`src/rtl/tpt_pkg.sv`:
```
// Shared types and constants for the tag presence timeout tracker.
// Holds controller states, command and status structs and register map.
// No dependencies.
`default_nettype none

package tpt_pkg;

   localparam int NumTags    = 3;
   localparam int CountWidth = 16;
   localparam int IdWidth    = 16;
   localparam int AddrWidth  = 5;
   localparam int DataWidth  = 32;

   localparam logic [CountWidth-1:0] CountMax = {CountWidth{1'b1}};

   // register byte addresses
   localparam logic [AddrWidth-1:0] ADDR_TAG0_ID      = 5'h00;
   localparam logic [AddrWidth-1:0] ADDR_TAG1_ID      = 5'h04;
   localparam logic [AddrWidth-1:0] ADDR_TAG2_ID      = 5'h08;
   localparam logic [AddrWidth-1:0] ADDR_TIMEOUT      = 5'h0c;
   localparam logic [AddrWidth-1:0] ADDR_AGE_PERIOD   = 5'h10;
   localparam logic [AddrWidth-1:0] ADDR_REPORT_PERIOD = 5'h14;

   // reset values, element 0 is tag 0
   localparam logic [NumTags-1:0][IdWidth-1:0] TagIdReset =
      {16'd2370, 16'd57501, 16'd37683};
   localparam logic [CountWidth-1:0] TimeoutReset      = 16'd4;
   localparam logic [CountWidth-1:0] AgePeriodReset    = 16'd1000;
   localparam logic [CountWidth-1:0] ReportPeriodReset = 16'd5000;

   typedef enum logic [1:0] {
      ST_IDLE,
      ST_BYTE,
      ST_AGE,
      ST_REPORT
   } state_type;

   typedef struct packed {
      logic capture;
      logic take_byte;
      logic age_step;
      logic report_step;
      logic load_out;
   } cmd_type;

   typedef struct packed {
      logic report_due;
   } status_type;

endpackage

`default_nettype wire

```
`src/rtl/tpt_ctrl.sv`:
```
// Controller for the tag presence timeout tracker.
// Sequences byte and tick requests and owns the result valid flag.
// Depends on tpt_pkg.
`default_nettype none

module tpt_ctrl
   import tpt_pkg::*;
(
   input  wire logic       clock,
   input  wire logic       reset,
   input  wire logic       req_valid,
   input  wire logic       req_type,
   output logic            req_ready,
   output logic            rsp_valid,
   input  wire logic       rsp_ready,
   input  wire status_type status,
   output cmd_type         cmd
);

   state_type state_ff, state_in;
   logic      rsp_valid_ff, rsp_valid_in;

   always_ff @(posedge clock) begin
      if (reset) begin
         state_ff     <= ST_IDLE;
         rsp_valid_ff <= 1'b0;
      end else begin
         state_ff     <= state_in;
         rsp_valid_ff <= rsp_valid_in;
      end
   end

   always_comb begin
      state_in     = state_ff;
      cmd          = '0;
      req_ready    = 1'b0;
      rsp_valid_in = rsp_valid_ff && !rsp_ready;
      case (state_ff)
         ST_IDLE: begin
            req_ready = 1'b1;
            if (req_valid) begin
               cmd.capture = 1'b1;
               state_in    = req_type ? ST_AGE : ST_BYTE;
            end
         end
         ST_BYTE: begin
            cmd.take_byte = 1'b1;
            state_in      = ST_IDLE;
         end
         ST_AGE: begin
            cmd.age_step = 1'b1;
            state_in     = ST_REPORT;
         end
         ST_REPORT: begin
            if (!status.report_due) begin
               cmd.report_step = 1'b1;
               state_in        = ST_IDLE;
            end else if (!rsp_valid_ff || rsp_ready) begin
               // output register free: load the report
               cmd.report_step = 1'b1;
               cmd.load_out    = 1'b1;
               rsp_valid_in    = 1'b1;
               state_in        = ST_IDLE;
            end
         end
         default: begin
            state_in = ST_IDLE;
         end
      endcase
   end

   assign rsp_valid = rsp_valid_ff;

endmodule

`default_nettype wire

```
`src/rtl/tpt_datapath.sv`:
```
// Datapath for the tag presence timeout tracker: configuration registers,
// byte pairing, silence counters, period counters and the result register.
// Depends on tpt_pkg.
`default_nettype none

module tpt_datapath
   import tpt_pkg::*;
(
   input  wire logic                 clock,
   input  wire logic                 reset,
   input  wire cmd_type              cmd,
   output status_type                status,
   input  wire logic [7:0]           req_rx_byte,
   output logic [NumTags-1:0]        rsp_present_mask,
   input  wire logic                 cfg_write,
   input  wire logic [AddrWidth-1:0] paddr,
   input  wire logic [DataWidth-1:0] pwdata,
   output logic [DataWidth-1:0]      prdata
);

   logic [NumTags-1:0][IdWidth-1:0]    tag_id_ff, tag_id_in;
   logic [CountWidth-1:0]              timeout_ff, timeout_in;
   logic [CountWidth-1:0]              age_period_ff, age_period_in;
   logic [CountWidth-1:0]              report_period_ff, report_period_in;

   logic                               pair_pending_ff, pair_pending_in;
   logic [NumTags-1:0][CountWidth-1:0] silent_ff, silent_in;
   logic [NumTags-1:0]                 present_ff, present_in;
   logic [CountWidth-1:0]              age_count_ff, age_count_in;
   logic [CountWidth-1:0]              report_count_ff, report_count_in;

   logic [7:0]                         first_byte_ff, first_byte_in;
   logic [7:0]                         byte_ff, byte_in;
   logic [NumTags-1:0]                 mask_ff, mask_in;

   logic [IdWidth-1:0]                 pair_id;
   logic [CountWidth:0]                age_next;
   logic [CountWidth:0]                report_next;
   logic [CountWidth-1:0]              silent_inc;

   logic [CountWidth-1:0]              wdata;

   assign wdata       = pwdata[CountWidth-1:0];
   assign pair_id     = {first_byte_ff, byte_ff};
   assign age_next    = {1'b0, age_count_ff} + {{CountWidth{1'b0}}, 1'b1};
   assign report_next = {1'b0, report_count_ff} + {{CountWidth{1'b0}}, 1'b1};

   assign status.report_due = report_next >= {1'b0, report_period_ff};

   // configuration writes
   always_comb begin
      tag_id_in        = tag_id_ff;
      timeout_in       = timeout_ff;
      age_period_in    = age_period_ff;
      report_period_in = report_period_ff;
      if (cfg_write) begin
         case (paddr)
            ADDR_TAG0_ID:       tag_id_in[0]     = wdata;
            ADDR_TAG1_ID:       tag_id_in[1]     = wdata;
            ADDR_TAG2_ID:       tag_id_in[2]     = wdata;
            ADDR_TIMEOUT:       timeout_in       = wdata;
            ADDR_AGE_PERIOD:    age_period_in    = wdata;
            ADDR_REPORT_PERIOD: report_period_in = wdata;
            default: ;
         endcase
      end
   end

   always_comb begin
      case (paddr)
         ADDR_TAG0_ID:       prdata = {{(DataWidth-IdWidth){1'b0}}, tag_id_ff[0]};
         ADDR_TAG1_ID:       prdata = {{(DataWidth-IdWidth){1'b0}}, tag_id_ff[1]};
         ADDR_TAG2_ID:       prdata = {{(DataWidth-IdWidth){1'b0}}, tag_id_ff[2]};
         ADDR_TIMEOUT:       prdata = {{(DataWidth-CountWidth){1'b0}}, timeout_ff};
         ADDR_AGE_PERIOD:    prdata = {{(DataWidth-CountWidth){1'b0}}, age_period_ff};
         ADDR_REPORT_PERIOD: prdata = {{(DataWidth-CountWidth){1'b0}}, report_period_ff};
         default:            prdata = '0;
      endcase
   end

   // request processing
   always_comb begin
      pair_pending_in = pair_pending_ff;
      silent_in       = silent_ff;
      present_in      = present_ff;
      age_count_in    = age_count_ff;
      report_count_in = report_count_ff;
      first_byte_in   = first_byte_ff;
      byte_in         = byte_ff;
      mask_in         = mask_ff;
      silent_inc      = '0;

      if (cmd.capture) begin
         byte_in = req_rx_byte;
      end

      if (cmd.take_byte) begin
         if (!pair_pending_ff) begin
            first_byte_in   = byte_ff;
            pair_pending_in = 1'b1;
         end else begin
            pair_pending_in = 1'b0;
            for (int i = 0; i < NumTags; i++) begin
               if (tag_id_ff[i] == pair_id) begin
                  silent_in[i]  = '0;
                  present_in[i] = 1'b1;
               end
            end
         end
      end

      if (cmd.age_step) begin
         if (age_next >= {1'b0, age_period_ff}) begin
            age_count_in = '0;
            // saturate the silence counters, then drop timed-out tags
            for (int i = 0; i < NumTags; i++) begin
               silent_inc = (silent_ff[i] == CountMax) ? silent_ff[i]
                                                       : silent_ff[i] + 1'b1;
               silent_in[i] = silent_inc;
               if (present_ff[i] && silent_inc >= timeout_ff) begin
                  present_in[i] = 1'b0;
               end
            end
         end else begin
            age_count_in = age_next[CountWidth-1:0];
         end
      end

      if (cmd.report_step) begin
         report_count_in = status.report_due ? '0 : report_next[CountWidth-1:0];
      end

      if (cmd.load_out) begin
         mask_in = present_ff;
      end
   end

   always_ff @(posedge clock) begin
      if (reset) begin
         tag_id_ff        <= TagIdReset;
         timeout_ff       <= TimeoutReset;
         age_period_ff    <= AgePeriodReset;
         report_period_ff <= ReportPeriodReset;
         pair_pending_ff  <= 1'b0;
         first_byte_ff    <= '0;
         silent_ff        <= '0;
         present_ff       <= '0;
         age_count_ff     <= '0;
         report_count_ff  <= '0;
      end else begin
         tag_id_ff        <= tag_id_in;
         timeout_ff       <= timeout_in;
         age_period_ff    <= age_period_in;
         report_period_ff <= report_period_in;
         pair_pending_ff  <= pair_pending_in;
         first_byte_ff    <= first_byte_in;
         silent_ff        <= silent_in;
         present_ff       <= present_in;
         age_count_ff     <= age_count_in;
         report_count_ff  <= report_count_in;
      end
   end

   always_ff @(posedge clock) begin
      byte_ff <= byte_in;
      mask_ff <= mask_in;
   end

   assign rsp_present_mask = mask_ff;

endmodule

`default_nettype wire

```
`src/rtl/tag_presence_timeout_tracker_unit.sv`:
```
// Tag presence timeout tracker: watches reader bytes and millisecond ticks
// and reports which of three configured tags were seen lately. A byte request
// is accepted, then paired and ID-matched; a tick request is accepted, then
// takes an ageing step and a report step, where a due report waits while an
// earlier one is held in the output register. The controller handles one
// request at a time; the output register lets the next request be accepted
// while a report waits to be taken. No clearing pass after reset.
// Depends on tpt_pkg, tpt_ctrl and tpt_datapath.
`default_nettype none

module tag_presence_timeout_tracker_unit
   import tpt_pkg::*;
(
   input  wire logic                 clock,
   input  wire logic                 reset,
   input  wire logic                 req_valid,
   output logic                      req_ready,
   input  wire logic                 req_type,
   input  wire logic [7:0]           req_rx_byte,
   output logic                      rsp_valid,
   input  wire logic                 rsp_ready,
   output logic [NumTags-1:0]        rsp_present_mask,
   input  wire logic                 psel,
   input  wire logic                 penable,
   input  wire logic                 pwrite,
   input  wire logic [AddrWidth-1:0] paddr,
   input  wire logic [DataWidth-1:0] pwdata,
   output logic [DataWidth-1:0]      prdata,
   output logic                      pready
);

   cmd_type    cmd;
   status_type status;
   logic       cfg_write;

   assign pready    = 1'b1;
   assign cfg_write = psel && penable && pwrite && pready;

   tpt_ctrl u_ctrl (
      .clock     (clock),
      .reset     (reset),
      .req_valid (req_valid),
      .req_type  (req_type),
      .req_ready (req_ready),
      .rsp_valid (rsp_valid),
      .rsp_ready (rsp_ready),
      .status    (status),
      .cmd       (cmd)
   );

   tpt_datapath u_datapath (
      .clock            (clock),
      .reset            (reset),
      .cmd              (cmd),
      .status           (status),
      .req_rx_byte      (req_rx_byte),
      .rsp_present_mask (rsp_present_mask),
      .cfg_write        (cfg_write),
      .paddr            (paddr),
      .pwdata           (pwdata),
      .prdata           (prdata)
   );

`ifndef NO_ASSERTIONS
   // a byte request never raises a report
   a_byte_no_report: assert property (@(posedge clock) disable iff (reset)
      (req_valid && req_ready && !req_type) |=> !$rose(rsp_valid))
      else $error("report raised by a byte request");

   // never overwrite a report that has not been taken
   a_load_free: assert property (@(posedge clock) disable iff (reset)
      cmd.load_out |-> (!rsp_valid || rsp_ready))
      else $error("report register overwritten");

   // one request in flight at a time
   a_one_in_flight: assert property (@(posedge clock) disable iff (reset)
      (req_valid && req_ready) |=> !req_ready)
      else $error("request accepted while another is in flight");
`endif

endmodule

`default_nettype wire

```
`config.mk`:
```
export PLATFORM = sky130hd
export DESIGN_NAME = tag_presence_timeout_tracker_unit
export DESIGN_NICKNAME = d
export VERILOG_FILES = /design/src/rtl/tpt_pkg.sv /design/src/rtl/tpt_ctrl.sv /design/src/rtl/tpt_datapath.sv /design/src/rtl/tag_presence_timeout_tracker_unit.sv
export SDC_FILE = /design/constraint.sdc
export NUM_CORES = 1
export LEC_CHECK = 0
export BUFFER_PORTS_ARGS = -buffer_cell sky130_fd_sc_hd__buf_4
export CAP_MARGIN = 20
export CORE_MARGIN = 4
export CORE_UTILIZATION = 45
export DETAILED_ROUTE_END_ITERATION = 8
export HOLD_SLACK_MARGIN = 0.02
export MAX_ROUTING_LAYER = met4
export PLACE_DENSITY = 0.62
export SETUP_SLACK_MARGIN = 0.15
export SLEW_MARGIN = 10
export SYNTH_ARGS = -nofsm -noshare
export SYNTH_HDL_FRONTEND = slang
export SYNTH_SLANG_ARGS = --single-unit
```
`constraint.sdc`:
```
create_clock -name clock -period 4.2 [get_ports clock]
set_input_delay 0.21 -clock clock [delete_from_list [all_inputs] [get_ports clock]]
set_output_delay 0.21 -clock clock [all_outputs]
set_load 0.05 [all_outputs]
```
==> flow_metrics.py, run 1 <==
metrics = {
    "outcome": {
        "status": "finished clean",
    },
    "cells_and_area": {
        "final_cell_mix": "nand2_1, dfxtp_1, a21oi_1, nand3_1",
        "area_delta_synth_final_pct": 13.5,
        "drive_gt1_frac": 0.0941,
        "nFillCells": 2564,
        "final_util": 0.517,
        "layout_commonest_cell": "nand2_1",
        "n_antenna_cell": 0,
        "multi_input_area_um2": 7490,
        "nets": 1726,
        "area.sequential_um2": 4150,
    },
    "min_path": {
        "hold_path_end": "u_ctrl.rsp_valid",
        "worstHoldPathType": "input pin to flop",
        "hp-start": "rsp_ready",
        "min_path_cells": 4,
    },
    "detailed_routing": {
        "vias": 10976,
        "routedWlPerCell_um": 17.9,
        "drc": 0,
        "postRouteAntennaNets": 0,
        "drtIter0Drc": 854,
        "routed_via_density": 5.64,
        "wl_um": 34900,
        "first_pass_iters": 6,
    },
    "worst_setup_path": {
        "end_kind": "flop",
        "rr_worst_depth": 13,
        "timing.rr.end": "u_datapath.present_ff[0]",
        "crit_chain": "ha_1, nand2_1, nor4_2, nand2b_1, nand2_1, nor2_1, xor2_1, ha_1, a21o_1, a21o_1, a21oi_1, o221ai_1, a311oi_1",
        "critPathRequiredTime_ps": 4630,
        "cp-start-kind": "flop",
        "cp_slowest_cell": "nor4_2",
        "crit_family": "simple AND/OR/NAND/NOR gates",
        "reg2reg_slack_ps": 430,
        "reg2reg_from": "u_datapath.silent_ff[0]",
        "critical_path.max_stage_delay_ps": 460,
        "arrival_ps": 4190,
        "cp_max_fo": 13,
        "critPathBufInv": 0,
        "critPathKind": "flop to flop",
    },
    "synthesis": {
        "synth_mux_area_frac": 0.0153,
        "synth_compound_area_frac": 0.166,
        "syn_avg_cell_area_um2": 7.96,
        "synth_area_um2": 12200,
        "synth-edff-count": 11,
        "ys.warnings.count": 0,
        "syn_inst": 1538,
        "synth_simple_gate_area_frac": 0.267,
        "synthXorXnorAreaFrac": 0.0694,
        "async_reset_ff_frac": 0,
        "ys_ff_latch": 202,
        "synth_flop_cell": "dfxtp_1",
        "synthAdderAreaFrac": 0.0868,
        "seq_area_frac_synth": 0.339,
        "ys_types": 74,
        "synth_top_family_by_area": "simple AND/OR/NAND/NOR gates",
    },
    "floorplan": {
        "die_y_um": 173,
        "die_w_um": 173,
        "die_area_um2": 29900,
        "num_rows": 60,
        "io_pins": 91,
        "core_area_um2": 26900,
        "start_util": 0.456,
    },
    "grt": {
        "grt_remaining_overflow": 0,
        "grt_max_degree": 74,
        "antenna_found_initial": 0,
        "grt_pass1_vias": 10453,
        "grt_use_total": 0.234,
        "grt_pass1_wl_um": 56000,
    },
    "cts": {
        "cts_tree": "done",
        "htree_levels": 1,
        "cts_setup_buffers": 0,
        "cts-buffers-inserted": 24,
        "clock_latency_ps": 550,
        "clk_pin_slew_ps": 60,
        "ctsLongestPathBuffers": 3,
        "clockRootBuffer": "clkbuf_16",
        "cts.sinks": 202,
    },
    "timing": {
        "worst_pin_slew_ps": 995,
        "setup_viol": 0,
        "hold_ws_ps": 66.9,
        "rsz0062_at_grt": "false",
        "fmax_ghz": 0.266,
        "fin_tns_setup_ps": 0,
        "slew_headroom": 0.336,
        "period_share": 0.897,
        "hold_viol": 0,
        "period_minus_slack_ps": 3770,
        "maxSlewViolCount": 0,
        "skew_ps": 25.6,
    },
    "flow_run": {
        "max-cap-violations": 0,
    },
    "pwr": {
        "power_uw": 4410,
        "ir_drop_mv": 0.287,
        "cellPowerDensity_nw_per_um2": 317,
        "leakage_uw": 0.00566,
    },
    "place": {
        "gp_congestion": 0.921,
        "io_buffers": 57,
        "hpwl_um": 25200,
    },
}
## cells in the mapped netlist, drive strengths merged (12+ instances only)
cell type | instances | area, um^2
inv | 58 | 218
buf | 36 | 253
or3 | 12 | 75.1
o21a | 12 | 90.1
nor4 | 16 | 149
nand2 | 292 | 1100
xnor2 | 64 | 561
a21oi | 132 | 664
nand2b | 15 | 93.8
mux2i | 12 | 120
o21ai | 37 | 185
nor3 | 25 | 158
nor2 | 89 | 368
nand4 | 34 | 219
dfxtp | 191 | 3820
xor2 | 33 | 289
a22oi | 64 | 480
clkbuf | 54 | 203
nand3b | 38 | 285
ha | 85 | 1060
a21o | 32 | 240
nand3 | 94 | 475
## stage by stage
stage | std cells | cell area, um^2 | setup slack (ps)
finish | 1946 | 13900 | 434
global route | 1946 | 13900 | 161
CTS | 1944 | 13900 | 387
detailed placement | 1877 | 12800 | 470
global placement | 1877 | 12800 | 525
floorplan | 1553 | 12300 | 928
## cells by family (layout without fill, tap and decap cells)
logic type / count (synthesis) / count (layout)
AOI/OAI and AO/OA: 320 / 320
DFF: 202 / 202
buffers and inverters: 148 / 200
adders and majority gates: 85 / 85
other: 2 / 17
xor gates and xnor gates: 97 / 97
and+or+nand+nor: 666 / 666
muxes: 18 / 18
## sequential cells by signal (all words and copies together), names as in the netlist
signal and count:
u_ctrl.state_ff 2, u_datapath.tag_id_ff 48, u_datapath.age_count_ff 16, u_datapath.present_ff 3, u_datapath.timeout_ff 16, u_datapath.first_byte_ff 8
u_datapath.byte_ff 8, u_datapath.silent_ff 48, u_datapath.report_period_ff 16, u_datapath.report_count_ff 16, u_datapath.pair_pending_ff 1, u_datapath.age_period_ff 16
u_datapath.rsp_present_mask 3, u_ctrl.rsp_valid 1
## metal layers
layer | part of all wire | track usage | up-vias
met3 | 0.052 | 0.0265 | 57
met1 | 0.46 | 0.316 | 5160
met5 | 0 | - | -
met4 | 0.028 | 0.0629 | 0
li1 | - | - | 5461
met2 | 0.46 | 0.374 | 298
## what timing repair did
action,in CTS,in global routing
gates resized for setup,0,1
setup endpoints to repair,0,8
hold buffers,24,0
hold endpoints to repair,102,0
## power breakdown
part | switching (uW) | internal, uW | total [uW]
clock | 866 | 1280 | 2140
combinational | 192 | 99.0 | 290
sequential | 27.4 | 1950 | 1980
## layout make-up
type	instances	share of cell area
clock buffer	31	0.0465
clock inverter	12	0.0116
inverter	58	0.0157
multi-input combinational	1203	0.539
sequential	202	0.299
tap	341	0.0307
timing repair buffer	99	0.0581
## how the worst max path moves through the flow
| stage | startpoint | end | slack (ps) | cells past startpoint |
|---|---|---|---|---|
| 5_1_grt | u_datapath.age_count_ff[0] | u_datapath.silent_ff[32] | 160 | 14 |
| 3_5_place_dp | u_datapath.age_count_ff[2] | u_datapath.silent_ff[32] | 470 | 13 |
| 3_3_place_gp | u_datapath.age_count_ff[2] | u_datapath.silent_ff[32] | 530 | 13 |
| 6_report | u_datapath.silent_ff[0] | u_datapath.present_ff[0] | 430 | 13 |
| 2_1_floorplan | u_datapath.age_count_ff[0] | u_datapath.silent_ff[41] | 930 | 13 |
| 4_1_cts | u_datapath.age_count_ff[2] | u_datapath.silent_ff[32] | 390 | 13 |
## worst register-to-register path, stage by stage (launching register included)
cell and delay, ps:
dfxtp_1 440, ha_1 270, nand2_1 130, nor4_2 470, nand2b_1 400, nand2_1 290, nor2_1 80, xor2_1 300
ha_1 320, a21o_1 180, a21o_1 170, a21oi_1 140, o221ai_1 160, a311oi_1 320
Power figures use the tool's default switching activity.
==> run 2, diff against run 1 <==
- REMOVE_ABC_BUFFERS: unset -> 1
==> run 2 against run 1 <==
Effect of this change: clock skew down 14 ps; critical path depth down 1; count of clock-buffer cells in the layout is 3 higher; die area is the same; routed wire length shrank 0.40%; cell count about the same; worst hold slack gained 10 ps; setup slack got worse by 9.9 ps; critical endpoint is now u_datapath.rsp_present_mask[0]; highest routed layer unchanged.
==> flow_metrics.py, run 2 (synthesized netlist as in run 1, its figures left out) <==
metrics = {
    "cells_and_area": {
        "nFillCells": 2607,
        "layout_commonest_cell": "nand2_1",
        "top_regs": "u_datapath.silent_ff x48, u_datapath.tag_id_ff x48",
        "area_delta_synth_final_pct": 14.2,
        "finalNonFillerCells": 1947,
        "fin_area_um2": 14000,
        "drive_gt1_frac": 0.0978,
        "nets": 1725,
        "final_cell_mix": "nand2_1, dfxtp_1, a21oi_1, nand3_1",
        "n_antenna_cell": 0,
    },
    "floorplan": {
        "core_area_um2": 26900,
        "die_area_um2": 29900,
        "io_pins": 91,
        "die_w_um": 173,
        "start_util": 0.456,
        "die_y_um": 173,
        "num_rows": 60,
    },
    "detailed_routing": {
        "drtIter0Drc": 817,
        "wl_met3_um": 2090,
        "wl_met2_um": 16200,
        "drc": 0,
        "postRouteAntennaNets": 0,
        "routedWlPerCell_um": 17.9,
        "first_pass_iters": 8,
        "routed_via_density": 5.64,
        "wl_um": 34800,
        "met1_length_um": 15500,
        "maxUsedRoutingLayer": "met4",
        "vias": 10984,
    },
    "timing": {
        "maxSlewViolCount": 0,
        "slew_headroom": 0.253,
        "period_share": 0.899,
        "skew_ps": 12.0,
        "fin_tns_setup_ps": 0,
        "period_minus_slack_ps": 3780,
        "rsz0062_at_grt": "false",
        "worst_pin_slew_ps": 1110,
        "hold_viol": 0,
        "setup_viol": 0,
        "setup_ws_ps": 425,
        "hold_ws_ps": 77.0,
        "fmax_ghz": 0.265,
    },
    "cts": {
        "ctsLongestPathBuffers": 3,
        "clk_pin_slew_ps": 60,
        "htree_levels": 1,
        "cts_resized": 0,
        "cts.sinks": 202,
        "clock_latency_ps": 540,
        "clockRootBuffer": "clkbuf_16",
        "cts_setup_buffers": 0,
        "cts_tree": "done",
        "cts-buffers-inserted": 25,
        "cts_hold_buf": 24,
    },
    "worst_setup_path": {
        "reg2reg_slack_ps": 420,
        "timing.rr.end": "u_datapath.rsp_present_mask[0]",
        "crit_family": "simple AND/OR/NAND/NOR gates",
        "critPathBufInv": 1,
        "cp-startpoint": "u_datapath.report_count_ff[0]",
        "reg2reg_from": "u_datapath.report_count_ff[0]",
        "cp.depth": 12,
        "cp_slowest_cell": "dfxtp_1",
        "cp-start-kind": "flop",
        "rr_worst_depth": 12,
        "cp_max_fo": 11,
        "critical_path.max_stage_delay_ps": 400,
        "arrival_ps": 4030,
        "critPathRequiredTime_ps": 4450,
        "end_kind": "flop",
        "critPathKind": "flop to flop",
        "crit_chain": "ha_1, nand3_1, nor2_1, nand3_1, xnor2_1, ha_1, nand4_1, or3_1, o22ai_1, nor2_1, nor3_1, buf_4",
    },
    "flow_run": {
        "max-cap-violations": 0,
    },
    "place": {
        "io_buffers": 57,
        "postPlaceCellArea_um2": 12900,
        "dpl.cell_count": 1877,
        "gp_congestion": 0.898,
        "dp_slack_ps": 439,
        "hpwl_um": 25000,
    },
    "min_path": {
        "hp-start": "req_type",
        "worstHoldPathType": "input pin to flop",
        "hold_path_end": "u_ctrl.state_ff[1]",
        "min_path_cells": 4,
    },
    "grt": {
        "grt_pass1_wl_um": 55300,
        "grt_remaining_overflow": 0,
        "grt_max_degree": 80,
        "antenna_found_initial": 0,
        "grt_pass1_vias": 10154,
        "grt_use_total": 0.231,
    },
    "pwr": {
        "cellPowerDensity_nw_per_um2": 326,
        "power_switching_uw": 1100,
        "p_int_uw": 3460,
        "pwr-share-comb": 0.063,
        "clkPwrFrac": 0.504,
        "switching_share": 0.241,
        "leakage_uw": 0.00570,
        "ir_drop_mv": 0.345,
        "p_seq_frac": 0.433,
    },
    "outcome": {
        "status": "finished clean",
    },
}
## run 2: changes by cell type in the layout (fill, tap and decap cells not counted), moves of 2 or more
| cell | change |
|---|---|
| buf_4 | -4 |
| clkbuf_8 | +5 |
| clkinv_1 | -2 |
| clkbuf_1 | -3 |
| buf_12 | +2 |
| clkinvlp_4 | +2 |
## run 2: power groups by stage
stage / clock (uW) / combinational [uW] / sequential [uW]
after floorplan: 0 / 147 / 2010
after global placement: 0 / 268 / 2020
after detailed placement: 0 / 270 / 2020
after CTS: 2360 / 289 / 1980
after global routing: 2440 / 309 / 1980
final: 2300 / 289 / 1980
## run 2: worst min-delay path, stage by stage
cell,delay [ps]
buf_4,80
a21oi_1,50
o22a_1,170
nor2_1,70
## run 2: worst max path at each step
stage                                                end  slack (ps)
after floorplan                 u_datapath.silent_ff[41]         250
after global placement    u_datapath.rsp_present_mask[0]         490
after detailed placement  u_datapath.rsp_present_mask[2]         440
after CTS                 u_datapath.rsp_present_mask[0]         420
after global routing      u_datapath.rsp_present_mask[1]         160
final                     u_datapath.rsp_present_mask[0]         420
## run 2: layout make-up
class / instances / area [um^2] / area share
Multi-Input combinational cell: 1203 / 7490 / 0.535
Sequential cell: 202 / 4150 / 0.297
Timing Repair Buffer: 97 / 817 / 0.0584
Clock buffer: 34 / 729 / 0.0521
Tap cell: 341 / 427 / 0.0305
Inverter: 58 / 218 / 0.0156
Clock inverter: 12 / 161 / 0.0115
## run 2: metal layers
metal / vias to the layer above / track usage
li1: 5462 / -
met1: 5163 / 0.310
met2: 300 / 0.366
met3: 59 / 0.0337
met4: 0 / 0.0629
met5: - / -
## run 2: stage by stage
stage               power (uW)  utilization
floorplan                 2160            -
global placement          2290        0.479
detailed placement        2290        0.479
CTS                       4620        0.521
global route              4720        0.521
finish                    4560        0.521
